[src/sv/bipa_pkg.sv]
// Package for the batched id pool allocator: operation codes, status codes and widths.
// Used by bipa_divider, batched_id_pool_allocator_core and bipa_checker; depends on nothing.
package bipa_pkg;

	localparam int unsigned IdW = 28;
	localparam int unsigned BsW = 13;
	localparam int unsigned PlayerW = 10;
	localparam int unsigned BidxW = 16;
	localparam int unsigned TotalW = 20;

	typedef enum logic [2:0] {
		OP_ASSIGN = 3'd0,
		OP_TAKE   = 3'd1,
		OP_FIND   = 3'd2,
		OP_FEED_C = 3'd3,
		OP_FEED_S = 3'd4,
		OP_REQ    = 3'd5,
		OP_CLEAR  = 3'd6,
		OP_NONE   = 3'd7
	} op_t;

	typedef enum logic [1:0] {
		ST_OK    = 2'd0,
		ST_EMPTY = 2'd1,
		ST_FULL  = 2'd2,
		ST_RSVD  = 2'd3
	} status_t;

	typedef enum logic [2:0] {
		REG_BATCH_SIZE = 3'd0,
		REG_MIN_AVAIL  = 3'd1,
		REG_IN_FLIGHT  = 3'd2,
		REG_SERVER     = 3'd3,
		REG_CLIENT     = 3'd4
	} reg_t;

endpackage

[src/sv/bipa_divider.sv]
// Restoring divider, one quotient bit per cycle, for 28-bit dividends by a 13-bit divisor.
// Uses bipa_pkg for widths.
module bipa_divider (
	input  logic                     clk,
	input  logic                     arst_n,
	input  logic                     start,
	input  logic [bipa_pkg::IdW-1:0] dividend,
	input  logic [bipa_pkg::BsW-1:0] divisor,
	output logic                     done,
	output logic [bipa_pkg::IdW-1:0] quotient
);
	logic [bipa_pkg::BsW:0]   rem_q;
	logic [bipa_pkg::IdW-1:0] quo_q;
	logic [4:0]               cnt_q;
	logic                     busy_q;
	logic [bipa_pkg::BsW:0]   trial;
	logic [bipa_pkg::BsW:0]   diff;

	assign trial = {rem_q[bipa_pkg::BsW-1:0], quo_q[bipa_pkg::IdW-1]};
	assign diff  = trial - {1'b0, divisor};

	always_ff @(posedge clk or negedge arst_n) begin
		if (!arst_n) begin
			busy_q <= 1'b0;
			done   <= 1'b0;
			cnt_q  <= '0;
		end else begin
			done <= 1'b0;
			if (start) begin
				busy_q <= 1'b1;
				cnt_q  <= 5'(bipa_pkg::IdW - 1);
			end else if (busy_q) begin
				if (cnt_q == '0) begin
					busy_q <= 1'b0;
					done   <= 1'b1;
				end
				cnt_q <= cnt_q - 5'd1;
			end
		end
	end

	always_ff @(posedge clk) begin
		if (start) begin
			rem_q <= '0;
			quo_q <= dividend;
		end else if (busy_q) begin
			if (!diff[bipa_pkg::BsW]) begin
				rem_q <= diff;
				quo_q <= {quo_q[bipa_pkg::IdW-2:0], 1'b1};
			end else begin
				rem_q <= trial;
				quo_q <= {quo_q[bipa_pkg::IdW-2:0], 1'b0};
			end
		end
	end

	assign quotient = quo_q;
endmodule

[config.mk]
export PLATFORM = sky130hd
export DESIGN_NAME = bipa_divider
export DESIGN_NICKNAME = d
export VERILOG_FILES = /design/src/sv/bipa_pkg.sv /design/src/sv/bipa_divider.sv
export SDC_FILE = /design/constraint.sdc
export NUM_CORES = 1
export LEC_CHECK = 0
export BUFFER_PORTS_ARGS = -buffer_cell sky130_fd_sc_hd__buf_2
export CORE_MARGIN = 10
export CORE_UTILIZATION = 38
export CTS_BUF_LIST = sky130_fd_sc_hd__clkbuf_8
export DETAILED_ROUTE_END_ITERATION = 10
export PLACE_DENSITY_LB_ADDON = 0.05
export SETUP_SLACK_MARGIN = 0.2
export SLEW_MARGIN = 40
export SYNTH_ARGS = -nofsm -noshare
export SYNTH_HDL_FRONTEND = slang
export SYNTH_SLANG_ARGS = --single-unit
[constraint.sdc]
create_clock -name clk -period 5.9 [get_ports clk]
set_input_delay 1.18 -clock clk [delete_from_list [all_inputs] [get_ports clk]]
set_output_delay 1.18 -clock clk [all_outputs]
set_load 0.02 [all_outputs]
==> run metrics <==
initial antenna violation count 0; RSZ-0062 raised after global routing false; top cells by count, synth mux2_2, edfxtp_1, nor2_1; cts-stage hold buffer count 0; first-pass GRT wire length 10,300 um; Sw Share 0.320; area leader, netlist edfxtp_1; Hold Path Cell Cnt 2; Combinational Power Share 0.375; Final GP Congestion 0.731; WHS 502 ps; crit path DAT 3640 ps; number of I/O port buffers 72; clk_skew 7.39 ps; Synth cell types 49; Ys Warns 0; Starting Density 0.389; hold crit path type register to register; WL/cell 15.0 um; placed insts 409; Reg2Reg Launch Point quotient[27]; # clock sinks 48; core box area 0.00721 mm^2; Layout Cells excl Fill 417; Period Utilization, post-route 0.581; maximum vdd drop 0.153 mV; via count 1,986; nets@finish 377; Worst R2R Path Depth 9; Hold Path Origin rem_q[12]; Least-Margin Pin Slew 683 ps; max-slew violations 0; post-place setup slack 2130 ps; number of diodes 0; LEAKAGE 0.00150 uW; top cell type's share of synthesized area 0.300; setup slack after layout 2470 ps; Int Pwr 789 uW; EDFF count, synth 28; hold endpoint rem_q[12]; Detail Route Antenna Nets 0; Slowest-stage cell, CP or4b_4; H-tree levels 2; startpoint types primary input; DR DRC count 0; worst reg2reg endpoint rem_q[0]; fill count 733; Seq pwr share 0.384; Rel. slew slack 0.545; total routed wirelength 6250 um; Mapped Area 0.00281 mm^2; CTS tree done; total track usage 0.111; dominant synthesized flop cell edfxtp_1; area grow syn2layout 20.5%; Post-CTS Setup Bufs 0; x dimension of the die 106 um; CP startpoint divisor[4]; Seq cells post-synth 48; CTS max path bufs 2; Mean Syn Cell Area 11.4 um^2; routed vias/inst 4.76; Die Ht 106 um; Worst-path clk slew 90 ps; Fin. Hold Viols 0; Post-synth ARST share 0.146; layout cell share with drive strength beyond 1 0.393; synthesized instance count 247; FP Rows 31; Skew-Pair Late Insertion Delay 300 ps; ranking of synthesized cells by area edfxtp_1, mux2_2, dfxtp_1, ha_1, dfrtp_1; min Tclk post-route 3430 ps; status complete, no violations; CP peak stage delay 560 ps; DR iter-0 viols 65; clock share of power 0.240; setup TNS 0 ps; final setup fails 0; I/O pin total 73; pwr/cell area 344 mW/mm^2; Sw Pwr 372 uW; Worst Setup End Kind register; CTS root buffer clkbuf_8; Syn Nets 307; Seq/Total Area, Yosys 0.455; Max FO, Critical Path 16; maximum clock rate 292 MHz; Max Cap Viol 0; critical path class primary input to register; total CTS buffers 5; r2r setup slk 3100 ps; Worst Path Required 6110 ps; count leader, synth mux2_2; crit-path cells buf_2, inv_1, ha_1, and2_4, a221oi_2, a21oi_2, or4b_4, nand4_4, mux2_2, a211oi_1; DRT Pass-1 Iters 4; gr ovfl total 0; largest net degree at the start of global routing 36; HPWL reported at the end of detailed placement 4670 um; post-CTS resize count 0; die area 0.0112 mm^2; vias in the first global route 2,040
-- per-layer routing --
metal  part of all wire  wire length (um)  vias up  GRT usage
li1                   -                 -     1032          -
met3              0.055               343        5     0.0393
met5                  0                 0        -          0
met4             0.0088                55        0     0.0319
met1               0.46              2890      907      0.140
met2               0.47              2960       42      0.177
-- power groups by stage --
stage	logic [uW]	registers (uW)	clock network (uW)
finish	436	446	279
global route	488	453	301
CTS	445	447	289
detailed placement	442	453	0
global placement	441	453	0
floorplan	326	480	0
-- sequential cells by signal (all words and copies together), names as in the netlist --
register  cells
cnt_q         5
quotient     28
done          1
busy_q        1
rem_q        13
-- worst max path at each step --
| stage | end | slack, ps | cells after the start |
|---|---|---|---|
| detailed placement | rem_q[0] | 2130 | 10 |
| floorplan | rem_q[0] | 2490 | 9 |
| global placement | rem_q[0] | 2180 | 10 |
| CTS | rem_q[0] | 2450 | 10 |
| finish | rem_q[0] | 2470 | 10 |
| global route | rem_q[1] | 2340 | 10 |
-- placed cells by master, fill, tap and decap left out, types with 4 or more instances in the layout --
cell type,count
a211oi_1,12
a21oi_1,7
buf_2,72
clkbuf_8,5
dfrtp_1,7
dfxtp_1,13
edfxtp_1,28
ha_1,15
inv_1,20
mux2_2,30
mux2i_1,10
nand2_1,8
nand2b_1,4
nor2_1,23
nor3_1,4
o21a_1,5
o21ai_0,4
xnor2_1,9
xor2_1,4
-- kinds of logic after synthesis --
logic type | count (synthesis) | synth area share
AND/OR/NAND/NOR | 59 | 0.123
flip-flops | 48 | 0.455
AO/OA/AOI/OAI | 41 | 0.106
multiplexers | 40 | 0.156
buffers and inverters | 30 | 0.0459
adder cells (fa/ha/maj) | 16 | 0.0740
XOR/XNOR | 13 | 0.0406
-- per-stage QoR --
step | area (um^2) | util | total power [uW]
2_1_floorplan | 2810 | - | 807
3_3_place_gp | 3250 | 0.450 | 895
3_5_place_dp | 3250 | 0.450 | 895
4_1_cts | 3380 | 0.468 | 1180
5_1_grt | 3380 | 0.468 | 1240
6_report | 3380 | 0.468 | 1160
-- critical path, delay by kind of cell --
family          cells  cell delay [ps]
fa+ha+maj           1              330
simple gates        3             1020
mux                 1              370
buf+inv             2              100
compound gates      3              620
-- final cells by class --
type	count	area [um^2]	share of cell area
Clock inverter	3	63.8	0.0189
Timing Repair Buffer	74	375	0.111
Multi-Input combinational cell	169	1400	0.414
Sequential cell	48	1280	0.378
Clock buffer	5	68.8	0.0204
Tap cell	99	124	0.0367
Inverter	19	71.3	0.0211
(Power assumes the default switching activity.)
